File: config.mk
export PLATFORM = sky130hd
export DESIGN_NAME = line_rasterizer_unit
export DESIGN_NICKNAME = d
export VERILOG_FILES = /design/src/lr_pkg.sv /design/src/lr_setup.sv /design/src/lr_step.sv /design/src/line_rasterizer_unit.sv
export VERILOG_INCLUDE_DIRS = /design/src /design/src/src
export SDC_FILE = /design/constraint.sdc
export NUM_CORES = 1
export LEC_CHECK = 0
export ABC_AREA = 1
export BUFFER_PORTS_ARGS = -buffer_cell sky130_fd_sc_hd__buf_2
export CAP_MARGIN = 20
export CORE_MARGIN = 3
export CORE_UTILIZATION = 55
export DETAILED_ROUTE_END_ITERATION = 16
export PLACE_DENSITY = 0.78
export SYNTH_ARGS = -nofsm -noshare
export SYNTH_HDL_FRONTEND = slang
export SYNTH_SLANG_ARGS = --single-unit
File: constraint.sdc
create_clock -name clk -period 10 [get_ports clk]
set_input_delay 0.5 -clock clk [delete_from_list [all_inputs] [get_ports clk]]
set_output_delay 0.5 -clock clk [all_outputs]
set_load 0.01 [all_outputs]
File: src/assert_macros.svh
// assertion helpers shared by the rtl
`ifndef ASSERT_MACROS_SVH
`define ASSERT_MACROS_SVH

// property checked on every rising clock edge, off while reset is low
`define ASSERT_CLK(label, prop, msg) \
    label: assert property (@(posedge clk) disable iff (!rst_n) (prop)) else $error(msg);

// implication: trigger now, consequence on the next edge
`define ASSERT_NEXT(label, trig, cons, msg) \
    label: assert property (@(posedge clk) disable iff (!rst_n) (trig) |=> (cons)) \
        else $error(msg);

`endif

File: src/lr_pkg.sv
package lr_pkg;

    localparam int COORD_W = 10;
    localparam int ERR_W   = 12;

    localparam int SCREEN_WIDTH_DEF  = 1024;
    localparam int SCREEN_HEIGHT_DEF = 768;

    localparam logic CMD_START   = 1'b0;
    localparam logic CMD_ADVANCE = 1'b1;

    typedef struct packed {
        logic [COORD_W-1:0]      cur_x;
        logic [COORD_W-1:0]      cur_y;
        logic [COORD_W-1:0]      tgt_x;
        logic [COORD_W-1:0]      tgt_y;
        logic                    neg_x;
        logic                    neg_y;
        logic [COORD_W-1:0]      span_x;
        logic [COORD_W-1:0]      span_y;
        logic signed [ERR_W-1:0] err;
        logic                    active;
    } line_state_t;

endpackage

File: src/lr_setup.sv
module lr_setup #(
    parameter int SCREEN_WIDTH  = lr_pkg::SCREEN_WIDTH_DEF,
    parameter int SCREEN_HEIGHT = lr_pkg::SCREEN_HEIGHT_DEF
) (
    input  logic [lr_pkg::COORD_W-1:0] start_x,
    input  logic [lr_pkg::COORD_W-1:0] start_y,
    input  logic [lr_pkg::COORD_W-1:0] end_x,
    input  logic [lr_pkg::COORD_W-1:0] end_y,
    output lr_pkg::line_state_t        line_init
);

    localparam int MAX_X = SCREEN_WIDTH - 1;
    localparam int MAX_Y = SCREEN_HEIGHT - 1;

    function automatic logic [lr_pkg::COORD_W-1:0] clamp_coord(
        input logic [lr_pkg::COORD_W-1:0] v,
        input int                         max_c
    );
        if (int'(v) > max_c)
            return lr_pkg::COORD_W'(max_c);
        return v;
    endfunction

    logic [lr_pkg::COORD_W-1:0] sx, sy, ex, ey;
    logic [lr_pkg::COORD_W-1:0] span_x, span_y, major, minor;
    logic                       neg_x, neg_y, col_major;

    always_comb
    begin
        sx = clamp_coord(start_x, MAX_X);
        sy = clamp_coord(start_y, MAX_Y);
        ex = clamp_coord(end_x, MAX_X);
        ey = clamp_coord(end_y, MAX_Y);

        neg_x  = ex < sx;
        neg_y  = ey < sy;
        span_x = neg_x ? sx - ex : ex - sx;
        span_y = neg_y ? sy - ey : ey - sy;

        // equal spans step along rows
        col_major = span_y < span_x;
        major     = col_major ? span_x : span_y;
        minor     = col_major ? span_y : span_x;

        line_init.cur_x  = sx;
        line_init.cur_y  = sy;
        line_init.tgt_x  = ex;
        line_init.tgt_y  = ey;
        line_init.neg_x  = neg_x;
        line_init.neg_y  = neg_y;
        line_init.span_x = span_x;
        line_init.span_y = span_y;
        line_init.err    = lr_pkg::ERR_W'({minor, 1'b0}) - lr_pkg::ERR_W'(major);
        line_init.active = 1'b1;
    end

endmodule

File: src/lr_step.sv
module lr_step (
    input  lr_pkg::line_state_t        line_cur,
    output logic [lr_pkg::COORD_W-1:0] pix_x,
    output logic [lr_pkg::COORD_W-1:0] pix_y,
    output logic                       pix_last,
    output lr_pkg::line_state_t        line_next
);

    logic                       col_major, minor_step;
    logic [lr_pkg::COORD_W-1:0] major, minor;
    logic [lr_pkg::COORD_W-1:0] x_step, y_step;

    always_comb
    begin
        col_major  = line_cur.span_y < line_cur.span_x;
        major      = col_major ? line_cur.span_x : line_cur.span_y;
        minor      = col_major ? line_cur.span_y : line_cur.span_x;
        pix_last   = col_major ? (line_cur.cur_x == line_cur.tgt_x)
                               : (line_cur.cur_y == line_cur.tgt_y);
        pix_x      = line_cur.cur_x;
        pix_y      = line_cur.cur_y;
        minor_step = line_cur.err > 0;

        x_step = line_cur.neg_x ? line_cur.cur_x - 1'b1 : line_cur.cur_x + 1'b1;
        y_step = line_cur.neg_y ? line_cur.cur_y - 1'b1 : line_cur.cur_y + 1'b1;

        line_next = line_cur;
        if (pix_last)
        begin
            line_next.active = 1'b0;
        end
        else
        begin
            if (col_major || minor_step)
                line_next.cur_x = x_step;
            if (!col_major || minor_step)
                line_next.cur_y = y_step;
            if (minor_step)
                line_next.err = line_cur.err + lr_pkg::ERR_W'({minor, 1'b0})
                                - lr_pkg::ERR_W'({major, 1'b0});
            else
                line_next.err = line_cur.err + lr_pkg::ERR_W'({minor, 1'b0});
        end
    end

endmodule

File: src/line_rasterizer_unit.sv
// channel | signals                                  | word
// in      | in_valid, in_ready                       | cmd, start_x, start_y, end_x, end_y
// out     | out_valid, out_ready                     | pixel_x, pixel_y, last_pixel
//
// one word per clock on the input while in_ready is high; an advance of an active line
// gives its pixel in the next cycle through the output register
// line state and output register clear on rst_n low, no line active after reset
// in_ready drops only while the output register holds a pixel that is not taken
// the step logic (one add and compare on the decision term) is combinational and adds no stall
module line_rasterizer_unit #(
    parameter int SCREEN_WIDTH  = lr_pkg::SCREEN_WIDTH_DEF,
    parameter int SCREEN_HEIGHT = lr_pkg::SCREEN_HEIGHT_DEF
) (
    input  logic                       clk,
    input  logic                       rst_n,
    input  logic                       in_valid,
    output logic                       in_ready,
    input  logic                       cmd,
    input  logic [lr_pkg::COORD_W-1:0] start_x,
    input  logic [lr_pkg::COORD_W-1:0] start_y,
    input  logic [lr_pkg::COORD_W-1:0] end_x,
    input  logic [lr_pkg::COORD_W-1:0] end_y,
    output logic                       out_valid,
    input  logic                       out_ready,
    output logic [lr_pkg::COORD_W-1:0] pixel_x,
    output logic [lr_pkg::COORD_W-1:0] pixel_y,
    output logic                       last_pixel
);

`include "assert_macros.svh"

    lr_pkg::line_state_t        state_reg, state_next;
    lr_pkg::line_state_t        line_init, line_step;
    logic [lr_pkg::COORD_W-1:0] step_x, step_y;
    logic                       step_last;
    logic                       accept, load, advance;
    logic                       out_valid_reg, out_valid_next;
    logic [lr_pkg::COORD_W-1:0] pix_x_reg, pix_y_reg;
    logic                       last_reg;

    lr_setup #(
        .SCREEN_WIDTH  (SCREEN_WIDTH),
        .SCREEN_HEIGHT (SCREEN_HEIGHT)
    ) u_setup (
        .start_x   (start_x),
        .start_y   (start_y),
        .end_x     (end_x),
        .end_y     (end_y),
        .line_init (line_init)
    );

    lr_step u_step (
        .line_cur  (state_reg),
        .pix_x     (step_x),
        .pix_y     (step_y),
        .pix_last  (step_last),
        .line_next (line_step)
    );

    assign in_ready = !out_valid_reg || out_ready;
    assign accept   = in_valid && in_ready;
    assign load     = accept && (cmd == lr_pkg::CMD_START);
    assign advance  = accept && (cmd == lr_pkg::CMD_ADVANCE) && state_reg.active;

    always_comb
    begin
        state_next = state_reg;
        if (load)
            state_next = line_init;
        else if (advance)
            state_next = line_step;

        if (advance)
            out_valid_next = 1'b1;
        else if (out_ready)
            out_valid_next = 1'b0;
        else
            out_valid_next = out_valid_reg;
    end

    always_ff @(posedge clk or negedge rst_n)
    begin
        if (!rst_n)
        begin
            state_reg     <= '0;
            out_valid_reg <= 1'b0;
        end
        else
        begin
            state_reg     <= state_next;
            out_valid_reg <= out_valid_next;
        end
    end

    // output word, loaded only when a pixel is produced
    always_ff @(posedge clk or negedge rst_n)
    begin
        if (!rst_n)
        begin
            pix_x_reg <= '0;
            pix_y_reg <= '0;
            last_reg  <= 1'b0;
        end
        else if (advance)
        begin
            pix_x_reg <= step_x;
            pix_y_reg <= step_y;
            last_reg  <= step_last;
        end
    end

    assign out_valid  = out_valid_reg;
    assign pixel_x    = pix_x_reg;
    assign pixel_y    = pix_y_reg;
    assign last_pixel = last_reg;

    `ASSERT_NEXT(a_last_ends_line, advance && step_last, !state_reg.active && out_valid, "last pixel did not end the line")
    `ASSERT_NEXT(a_load_arms_line, load, state_reg.active, "start word did not arm a line")
    `ASSERT_CLK(a_err_in_range, !state_reg.active || ((state_reg.err > -12'sd2047) && (state_reg.err < 12'sd2047)), "decision term out of range")
    `ASSERT_NEXT(a_no_pixel_on_idle, accept && !advance && !out_ready, out_valid == $past(out_valid_reg), "output changed without a pixel")

endmodule

==> Word level (Yosys, flattened, before mapping) <==
Cells that the tools add are included.
{ "word_totals": {"ff_bits": 97, "word_cells": 79} }
{ "op_classes": {"n_addsub": 11, "order_cmp": 7, "eq_ne": 3, "muxes": 25, "bitwise": 1, "reduce_logical": 18} }
{ "op_table": {"columns": ["cell", "count"], "rows": [
  ["$mux W75", 2],
  ["$mux W10", 14],
  ["$lt A10 B10 Y1", 4],
  ["$sub A10 B10 Y10", 4],
  ["$mux W12", 2],
  ["$add A10 B1 Y10 const B", 2],
  ["$eq A10 B10 Y1", 2],
  ["$gt A10 B10 Y1 const B", 2],
  ["$mux W20", 1],
  ["$sub A10 B1 Y10 const B", 2],
  ["$add A12 B11 Y12", 1],
  ["$gt A12 B1 Y1 const B", 1],
  ["$sub A11 B10 Y12", 1],
  ["$sub A12 B11 Y12", 1],
  ["$reduce_bool A2 Y1", 5],
  ["$mux W1", 6],
  ["$reduce_and A3 Y1", 2],
  ["$logic_and A1 B1 Y1", 4],
  ["$reduce_and A2 Y1", 2],
  ["$logic_or A1 B1 Y1", 3],
  ["$logic_not A1 Y1", 2],
  ["$ne A2 B1 Y1 const B", 1],
  ["$not A1 Y1", 1]
]} }

==> Longest topological paths before layout <==
Gate-level depths: netlist of the first run.
{ "depth": {"ltp_word": 9, "mapped_depth": 36, "ltp_nobuf": 34} }

==> By module <==
A second synthesis of the first run with hierarchy kept.
{ "hier_totals": {"cells_unflattened": 2030, "area_unflattened_um2": 12577.1} }
{ "by_module_without_submodules": {"columns": ["mod", "instances", "cells_per_inst", "area_per_inst_um2"], "rows": [
  ["line_rasterizer_unit", 1, 755, 5391.4],
  ["lr_step", 1, 710, 3910.0],
  ["lr_setup", 1, 565, 3275.6]
]} }

==> Worst setup path after synthesis of the first run <==
OpenSTA, ideal clock, no wires.
{ "synth_path": {"kind": "input -> register", "from": "input port start_y[8] (netlist name)", "to": "register state_reg[9] (netlist name)", "setup_time_ps": 124, "t_arrival_ps": 4758, "required_ps": 9876, "path_slack_ps": 5118, "path_stages": 31, "n_path_buf": 1, "path_cell_list": "nand2_1 -> inv_1 -> nor2_1 -> inv_1 -> ha_1 -> fa_1 -> o21a_1 -> o21ai_1 -> nand3_1 -> nand2_1 -> xnor2_1 -> nand2_1 -> nand2_1 -> inv_1 -> ha_1 -> nand2_1 -> a21oi_1 -> nor2_1 -> nand3_1 -> inv_1 -> clkbuf_1 -> o21ai_1 -> ha_1 -> a21oi_1 -> o21ai_0 -> a21oi_1 -> nor2_1 -> nor2_1 -> xor2_1 -> o211ai_1 -> nand2_1"} }
{ "synth_via": {"elab_chain_len": 9, "word_cells_on_any_way": 12} }
{ "synth_lines": {"columns": ["item", "line", "rtl"], "rows": [
  ["start: declaration", "line_rasterizer_unit.sv:20", "input logic [lr_pkg::COORD_W-1:0] start_y,"],
  ["$gt A10 B10 Y1", "lr_setup.sv:19", "if (int'(v) > max_c)"],
  ["$mux W1", "lr_setup.sv:19", null],
  ["$mux W10 (*)", "lr_setup.sv:21", "return v;"],
  ["$sub A10 B10 Y10 / $lt A10 B10 Y1 (equally long branches)", "lr_setup.sv:38, lr_setup.sv:36", null],
  ["$mux W10 (*)", "lr_setup.sv:38", "span_y = neg_y ? sy - ey : ey - sy;"],
  ["$lt A10 B10 Y1", "lr_setup.sv:41", "col_major = span_y < span_x;"],
  ["$mux W10 (on tied branches)", "lr_setup.sv:43, lr_setup.sv:42", null],
  ["$sub A11 B10 Y12 (*)", "lr_setup.sv:53", "line_init.err = lr_pkg::ERR_W'({minor, 1'b0}) - lr_pkg::ERR_W'(major);"],
  ["$mux W75 (*)", "line_rasterizer_unit.sv:68", "if (load)"],
  ["end signal: assignment", "line_rasterizer_unit.sv:90", "state_reg <= state_next;"],
  ["end: declaration", "line_rasterizer_unit.sv:32", "lr_pkg::line_state_t state_reg, state_next;"]
]} }
Mark *: on every way between the ends. The rest lies on a longest branch, timed or not.
A chain may end at the register's enable or synchronous reset.

==> Worst setup path after layout of the first run <==
{ "layout_path": {"from": "input port start_y[9] (netlist name)", "to": "register state_reg[9] (netlist name)"} }
The elaborated chain is that of the path after synthesis.

==> results.md, run 1 <==
- In the final layout, flip-flops and latches occupy 2430 um^2.
- Global routing finished with a remaining overflow of 0.
- After synthesis, the netlist uses 50 different library cells.
- After detailed routing, the number of remaining DRC violations is 0.
- At the later pin of the worst-skew pair, clock insertion delay measures 0.36 ns.
- The sequential cell area fraction in the yosys report is 0.255.
- The depth of the worst register-to-register path is 28.
- The floorplan step defined a die boundary enclosing 18900 um^2.
- The power per cell area is 391 nW/um^2.
- For this configuration, the core starts out at a cell density of 0.569.
- For this design, the sink count on the clock tree is 97.
- The number of setup buffers added after CTS is 0.
- After layout, the minimum clock period comes to 5.84 ns.
- The share of layout cells above drive strength 1 is 0.0895.
- The worst-case clock skew is 0.0132 ns.
- Among the stages of the critical path, the cell type that occurs most often is sky130_fd_sc_hd__nand2_1.
- The highest ir drop seen on vdd is 0.248 mV.
- The worst register-to-register path ends at state_reg[12]$_DFFE_PN0P_.
- For this design the static power due to leakage is 5.55 nW.
- Clock tree synthesis inserted a total of 9 buffers.
- The weighted congestion at the end of routability-driven global placement is 0.945.
- Of all cell types, the one taking the most synthesized area is sky130_fd_sc_hd__dfrtp_1.
- After synthesis the cells add up to 9530 um^2.
- The data required time at the worst endpoint is 10.24 ns.
- The slowest stage of the critical path is the sky130_fd_sc_hd__inv_1 cell.
- The part of the cycle the worst path needs is 0.584.
- The placeable core area is 16800 um^2.
- The count of warnings emitted by yosys is 0.
- The first global-routing pass estimated 43000 um of wire.
- The post-synthesis register bit count is 97.
- The tree is rooted in a sky130_fd_sc_hd__clkbuf_16.
- The flip-flop count of the largest register, all copies and words added is 75.
- The combined area of the multi-input logic cells is 6140 um^2.
- Synthesis produced a netlist whose cell count is 1416.
- The number of nets in the synthesized netlist is 1571.
- In this run the tool buffered the top-level ports with 67 buffer cells.
- The clock transition at the register clock pins on the worst setup and hold paths after CTS is 0.08 ns.
- By area the synthesized netlist is led by sky130_fd_sc_hd__dfrtp_1 25%, sky130_fd_sc_hd__nand2_1 16%, sky130_fd_sc_hd__ha_1 13%.
- In this run the tightest slew margin relative to its limit is 0.344.
- Along the worst path, the maximum fanout reaches 33.
- sky130_fd_sc_hd__nand2_1 is the most common cell in the netlist.
- The number of antenna diodes in the final layout is 0.
- Fill cells in the final layout number 1628.
- For the final routed database, the setup TNS stands at 0 ns.
- The longest clock path from root to sink contains 2 buffers.
- The initial antenna violation count is 0.
- The beginning of the worst register-to-register path is state_reg[24]$_DFFE_PN0P_.
- Dividing the detail-routed wire length by the instance count gives 15.7 um.
- The tool flagged a number of max-cap violations equal to 0.
- The worst setup path is captured at a flop.
- Relative to the synthesized area, the layout overhead comes to 7.86%.
- The smallest setup slack after layout is 4.16 ns.
- The maximum number of pins on one net before global-route repair is 97.
- In this run the core area contains 47 standard-cell rows.
- The number of global-route vias before repair came to 8760.
- In the global route stage, overall resource usage came out at 0.286.
- The maximum achievable frequency is 171 MHz.
- The most used flip-flop cell after synthesis is sky130_fd_sc_hd__dfrtp_1.
- The wire length after detailed routing is 26400 um.
- The die extent in y is 138 um.
- Power comes to 4.02 mW.
- The initial DRC count is 650.
- Setup repair after global routing left no endpoint under its margin.
- After detailed routing, the number of vias per cell comes to 5.52.
- The number of resized instances in the post-cts repair step is 0.
- The actual slew at the worst max-slew pin is 0.984 ns.
- The count of TritonRoute iterations in the first routing pass is 5.
- Timing analysis after detailed placement gives a worst setup slack of 3.94 ns.
- The slack of the worst reg-to-reg path is 4.89 ns.
- The startpoint type of the worst setup path is an input pin.
- The data arrival time of the critical path is 6.08 ns.
- The flow ran to the end, and the final reports show no timing, DRC or antenna violations.
- The most critical setup path has its endpoint at state_reg[9]$_DFFE_PN0P_.
- The number of nets still failing antenna checks after routing is 0.
- The worst hold slack is 0.0393 ns.
- The number of max-slew violations in the final report is 0.
- The share of Yosys cell area claimed by the top area cell type is 0.255.
- The number of enable flip-flop cells after synthesis is 0.
- The class of the most critical setup path is in2reg.
- For this design the top-level I/O count stands at 68.
- By count the netlist is led by 414 x sky130_fd_sc_hd__nand2_1, 190 x sky130_fd_sc_hd__inv_1, 142 x sky130_fd_sc_hd__o21ai_0, 101 x sky130_fd_sc_hd__ha_1.
- The min-delay analysis places its worst path in the category in2async.
- The number of hold violations in the final report is 0.
- Setup violations remaining at the end of the flow were counted as 0.
- TritonCTS built the clock tree.
- The post-synthesis area per instance is 6.73 um^2.
- The die boundary width is 138 um.
- The total number of H-tree levels is 3.
- The largest single stage delay on the critical path is 0.67 ns.
- The estimated wirelength of the detail-placed design is 20800 um.
- The number of vias in the routed layout is 9287.
- Tracing the worst setup path back leads to its startpoint at start_y[9].
- Counting flops with an async set or reset pin after synthesis yields a share of 1.00.
- The final layout net count is 1614.
- Hold repair after CTS inserted 0 buffers.
[cell type report]
type | count | share of cell area
Multi-Input combinational cell | 1081 | 0.597
Sequential cell | 97 | 0.236
Inverter | 199 | 0.0727
Timing Repair Buffer | 71 | 0.0377
Tap cell | 220 | 0.0268
Clock buffer | 9 | 0.0219
Clock inverter | 6 | 0.00730
[power by group]
| group | switching [mW] | internal, mW |
|---|---|---|
| logic | 1.87 | 1.09 |
| clock network | 0.171 | 0.198 |
| registers | 0.145 | 0.551 |
| total | 2.18 | 1.84 |
[metrics by stage]
| stage | utilization | instances | area [um^2] |
|---|---|---|---|
| 2_1_floorplan | - | 1416 | 9530 |
| 3_3_place_gp | 0.594 | 1667 | 9950 |
| 3_5_place_dp | 0.594 | 1667 | 9950 |
| 4_1_cts | 0.612 | 1682 | 10300 |
| 5_1_grt | 0.613 | 1683 | 10300 |
| 6_report | 0.613 | 1683 | 10300 |
[worst min path at each step]
stage | endpoint | slack [ns] | cells past startpoint
after global placement | state_reg[30]$_DFFE_PN0P_ | 0.41 | 1
after CTS | state_reg[3]$_DFFE_PN0P_ | 0.04 | 1
after detailed placement | state_reg[30]$_DFFE_PN0P_ | 0.42 | 1
after floorplan | last_pixel$_DFFE_PN0P_ | 0.20 | 0
after global routing | state_reg[6]$_DFFE_PN0P_ | 0.05 | 1
final | state_reg[8]$_DFFE_PN0P_ | 0.04 | 1
[routing by layer]
metal	up-vias	GRT usage	part of all wire
met1	4282	0.407	0.47
met2	285	0.443	0.44
met3	42	0.0599	0.075
met4	0	0.0726	0.018
met5	-	0	0
li1	4678	-	-
[critical path: cells and delay by family]
kind | cells | cell delay, ns
buffers and inverters | 5 | 1.06
XOR/XNOR | 2 | 0.21
AND/OR/NAND/NOR | 12 | 1.54
AO/OA/AOI/OAI | 6 | 1.31
adder cells (fa/ha/maj) | 4 | 1.47
[logic make-up after synthesis]
logic type,count (synthesis),synth area share
AOI/OAI and AO/OA,305,0.176
xor gates and xnor gates,43,0.0435
adders and majority gates,110,0.152
buffers and inverters,238,0.101
DFF,97,0.255
muxes,3,0.00315
and+or+nand+nor,620,0.271
[cells in the final DEF (no fill, tap or decap), drive strengths merged, types with 16 or more instances in the layout]
master    n
a21oi    84
buf      71
dfrtp    97
ha      101
inv     203
nand2   426
nand3    61
nand4    17
nor2    100
o21ai   171
xnor2    16
xor2     27
Note: power is estimated with default switching activity, not from simulation.
==> run 2, diff against run 1 <==
ABC_AREA = 0   (was 1)
PLACE_DENSITY = 0.81   (was 0.78)
clock period = 5.3 ns   (was 10 ns; I/O delays follow)
==> run 2 against run 1 <==
The run now ends with setup timing left. Largest power group unchanged. Non-clock buffer count increased by 135. Cell area increased by 8.1%. Synthesized cell count decreased by 26%. Area after synthesis decreased by 8.0%. Worst setup slack got worse by 4.5 ns. First-iteration DRC count decreased by 16%. Clock power increased by 97%. Utilization increased by 11 points. Register-to-register slack got worse by 4.8 ns. Global-route usage decreased by 1.6 points. Clock skew decreased by 0.0028 ns.
==> results.md, run 2 <==
- The net switching power was 3.45 mW (+58%).
- The most used flip-flop cell after synthesis is sky130_fd_sc_hd__dfrtp_1.
- The final cell count without fillers is 1449 (-14%).
- The combined global-route utilization of all metal layers is 0.270 (-0.0161).
- The run finished, with violations left.
- The switching part of the total power is 0.458 (-0.0847).
- The part of the cycle the worst path needs is 1.07.
- The worst setup path is captured at a flop.
- From synthesis to final layout, the design area changed by 26.7%.
- The detailed-route vias per instance came to 5.78 (+4.8%).
- Setup repair after global routing could not meet its margin everywhere.
- The compound-gate portion of the synthesized area is 0.199 (+0.0233).
- The main combinational cell family by area after synthesis is compound AO/OA/AOI/OAI gates.
- The final number of setup-violating endpoints is 6 (+6).
- The die extent in y is 132 um (-3.9%).
- The worst-case clock skew is 0.0104 ns (-0.00278 ns).
- The clock transition at the register clock pins on the worst setup and hold paths after CTS came to 0.07 ns (about the same).
- The headroom to the max-slew limit was 0.359 (+0.0148).
- The internal portion of total power came to 4.07 mW (+120%).
- Counting I/O delays and the setup requirement, the final critical path takes 5.68 ns.
- STA classifies the critical path startpoint as an input pin.
- The floorplan row count is 45 (-4.3%).
- The library cell used most frequently in the layout, excluding fill and tap cells, is sky130_fd_sc_hd__nand2_1.
- The wire length after detailed routing was 24900 um (-5.8%).
- The starting density of the core is 0.570 (+0.00164).
- The endpoint with the worst hold slack is state_reg[54]$_DFFE_PN0P_.
- The share of layout cells above drive strength 1 is 0.273 (+0.184).
- The count of TritonRoute iterations in the first routing pass was 5 (unchanged).
- The instance count along the most critical hold path is 3.
- The leakage dissipation is 5.58 nW (+0.57%).
- The die area was 17500 um^2 (-7.7%).
- The overflow left after global routing was 0 (unchanged).
- The slack of the worst reg-to-reg path is 0.07 ns (-4.82 ns).
- The number of max-slew violations in the final report is 0 (unchanged).
- The beginning of the worst register-to-register path is state_reg[14]$_DFFE_PN0P_.
- The unique cell type count in the Yosys netlist is 63 (+26%).
- By area the synthesized netlist is led by sky130_fd_sc_hd__dfrtp_1 28%, sky130_fd_sc_hd__ha_1 14%, sky130_fd_sc_hd__o21ai_0 6.6%.
- Sorting the synthesized cells by how often they occur yields 143 x sky130_fd_sc_hd__nand2_1, 116 x sky130_fd_sc_hd__o21ai_0, 101 x sky130_fd_sc_hd__ha_1, 97 x sky130_fd_sc_hd__dfrtp_1, 91 x sky130_fd_sc_hd__inv_1.
- The number of ports placed on the die boundary was 68 (unchanged).
- The CTS buffer count was 9 (unchanged).
- The post-synthesis area per instance came to 8.36 um^2 (+24%).
- The number of enable flip-flop cells after synthesis is 0 (unchanged).
- The die boundary width is 132 um (-3.9%).
- The final layout net count was 1387 (-14%).
- The placeable core area is 15400 um^2 (-8.3%).
- The area share of fa/ha/maj cells after synthesis came to 0.165 (+0.0132).
- The estimated wirelength of the detail-placed design came to 18300 um (-12%).
- The final routed wire length divided by cell count was 17.2 um (+9.4%).
- The flip-flop count of the largest register, all copies and words added is 75 (unchanged).
- The smallest setup slack after layout is -0.380 ns (-4.54 ns).
- The initial DRC count was 549 (-16%).
- The maximum fanout encountered on the critical timing path is 3 (-91%).
- The share of the core filled with cells was 0.723 (+0.109).
- The data arrival time of the critical path is 5.93 ns (-0.15 ns).
- The class of the most critical setup path is in2reg.
- The post-placement setup slack is -0.442 ns (-4.38 ns).
- The share of Yosys cell area claimed by the top area cell type is 0.277 (+0.0222).
- Among all stages on the critical path, the largest delay is contributed by sky130_fd_sc_hd__fa_2.
- The sum of negative setup slack is -1.36 ns (-1.36 ns).
- The count of warnings emitted by yosys came to 0 (unchanged).
- The detailed-route DRC error count was 0 (unchanged).
- The total clock sinks is 97 (unchanged).
- The worst hold slack was 0.167 ns (+0.128 ns).
- The clock tree from TritonCTS is yes.
- The post-synthesis simple-gate area fraction is 0.146 (-0.125).
- The data required time at the worst endpoint is 5.55 ns (-4.69 ns).
- The final reports fail on setup timing.
- The actual slew at the worst max-slew pin came to 0.962 ns (-0.0222 ns).
- The terminus of the critical flop-to-flop path is state_reg[11]$_DFFE_PN0P_.
- The initial antenna violation count is 1 (+1).
- The post-detailed-placement cell area is 10300 um^2 (+3.0%).
- The maximum number of pins on one net before global-route repair is 62 (-36%).
- The power share of the combinational group came to 0.734 (about the same).
- The number of global-route vias before repair is 8227 (-6.1%).
- The share of the synthesized netlist area taken by xor and xnor gates is 0.0688 (+0.0253).
- The largest stage delay on the critical path is 0.35 ns (-0.32 ns).
- The count of buffers from port buffering is 67 (unchanged).
- The worst hold path begins at end_x[9].
- The final instance area came to 11100 um^2 (+8.1%).
- The wire length of the first global-routing pass is 38900 um (-9.5%).
- The proportion of power drawn by flip-flops and latches came to 0.170 (-0.003).
- The later-pin clock latency in the skew report is 0.36 ns (about the same).
- The maximum achievable frequency is 176 MHz.
- The count of maximum capacitance violations is 0 (unchanged).
- The overall power of the completed layout is 7.52 mW (+87%).
- The highest ir drop seen on vdd is 0.529 mV (+110%).
- The power share of the clock group is 0.097 (+0.005).
- The number of vias in the routed layout is 8378 (-9.8%).
- The number of nets in the synthesized netlist is 1203 (-23%).
- Leaving out fill and tap cells, the most frequent cells in the layout are 140 x sky130_fd_sc_hd__nand2_1, 136 x sky130_fd_sc_hd__buf_4, 99 x sky130_fd_sc_hd__o21ai_0, 97 x sky130_fd_sc_hd__dfrtp_1, 96 x sky130_fd_sc_hd__ha_1.
- The weighted congestion at the end of routability-driven global placement came to 0.953 (+0.91%).
- The post-synthesis register bit count came to 97 (unchanged).
- The async set or reset register ratio after synthesis is 1.00 (unchanged).
- The post-synthesis instance area came to 8770 um^2 (-8.0%).
- The count of mapped cells out of synthesis is 1048 (-26%).
- The number of nets still failing antenna checks after routing is 0 (unchanged).
- The biggest area contributor in the post-synthesis netlist is sky130_fd_sc_hd__dfrtp_1.
- The number of hold violations in the final report is 0 (unchanged).
- The sequential cell area fraction in the yosys report is 0.277 (+0.0222).
- The number of buffers on the longest clock path is 2 (unchanged).
- The clock tree root driver cell is sky130_fd_sc_hd__clkbuf_16.
- The cell total after placement is 1408 (-16%).
- The total number of H-tree levels was 3 (unchanged).
- The power per cell area is 677 nW/um^2 (+73%).
- In this run the worst hold path is classified as in2reg.
- The mux share of post-synthesis cell area is 0.0892 (+0.0861).
- The most numerous cell type found on the critical path is sky130_fd_sc_hd__buf_4.
- In the post-synthesis netlist, the cell with the most instances is sky130_fd_sc_hd__nand2_1.
- The depth of the worst register-to-register path is 25 (-11%).
## run 2: layer usage
metal | global-route usage | vias up | wire length [um]
li1 | - | 4003 | -
met1 | 0.349 | 3952 | 10300
met2 | 0.457 | 360 | 12100
met3 | 0.0412 | 63 | 1720
met4 | 0.104 | 0 | 842
met5 | 0 | - | 0
## run 2: what timing repair did
action                                 CTS  global route
setup endpoints to repair                3             8
gates resized for setup                 11            63
pin swaps                                3            52
setup buffers                            7            14
hold buffers                             1             0
cloned                                   1             0
endpoints found under the hold margin   43             0
## run 2: logic make-up after synthesis
family | count (synthesis)
AOI/OAI and AO/OA | 285
xor gates and xnor gates | 68
adders and majority gates | 110
buffers and inverters | 125
DFF | 97
muxes | 74
and+or+nand+nor | 289
## run 2: how the worst max path moves through the flow
stage               slack (ns)                   endpoint        from
floorplan                -0.24  state_reg[11]$_DFFE_PN0P_    end_y[9]
global placement         -0.27  state_reg[11]$_DFFE_PN0P_  start_y[8]
detailed placement       -0.44  state_reg[10]$_DFFE_PN0P_  start_y[8]
CTS                      -0.03  state_reg[11]$_DFFE_PN0P_  start_y[8]
global route             -0.59  state_reg[11]$_DFFE_PN0P_    end_x[0]
finish                   -0.38  state_reg[11]$_DFFE_PN0P_  start_y[8]
## run 2: final cells by class
cell class	instances	area, um^2
inverter	91	344
clock inverter	7	101
antenna	1	2.50
tap	211	264
fill	1132	4260
timing repair buffer	206	1430
multi-input combinational	827	6310
sequential	97	2430
clock buffer	9	225
## run 2: power groups by stage
stage | combinational (mW) | clock, mW | sequential [mW]
after floorplan | 3.70 | 0 | 1.25
after global placement | 4.88 | 0 | 1.27
after detailed placement | 5.02 | 0 | 1.28
after CTS | 5.15 | 0.735 | 1.27
after global routing | 6.10 | 0.767 | 1.32
final | 5.52 | 0.728 | 1.28
## run 2: critical path, delay by kind of cell
kind	cells	cell delay [ns]
AO/OA/AOI/OAI	13	2.30
buffers and inverters	8	0.82
AND/OR/NAND/NOR	7	1.15
multiplexers	1	0.10
XOR/XNOR	1	0.15
adder cells (fa/ha/maj)	4	1.13
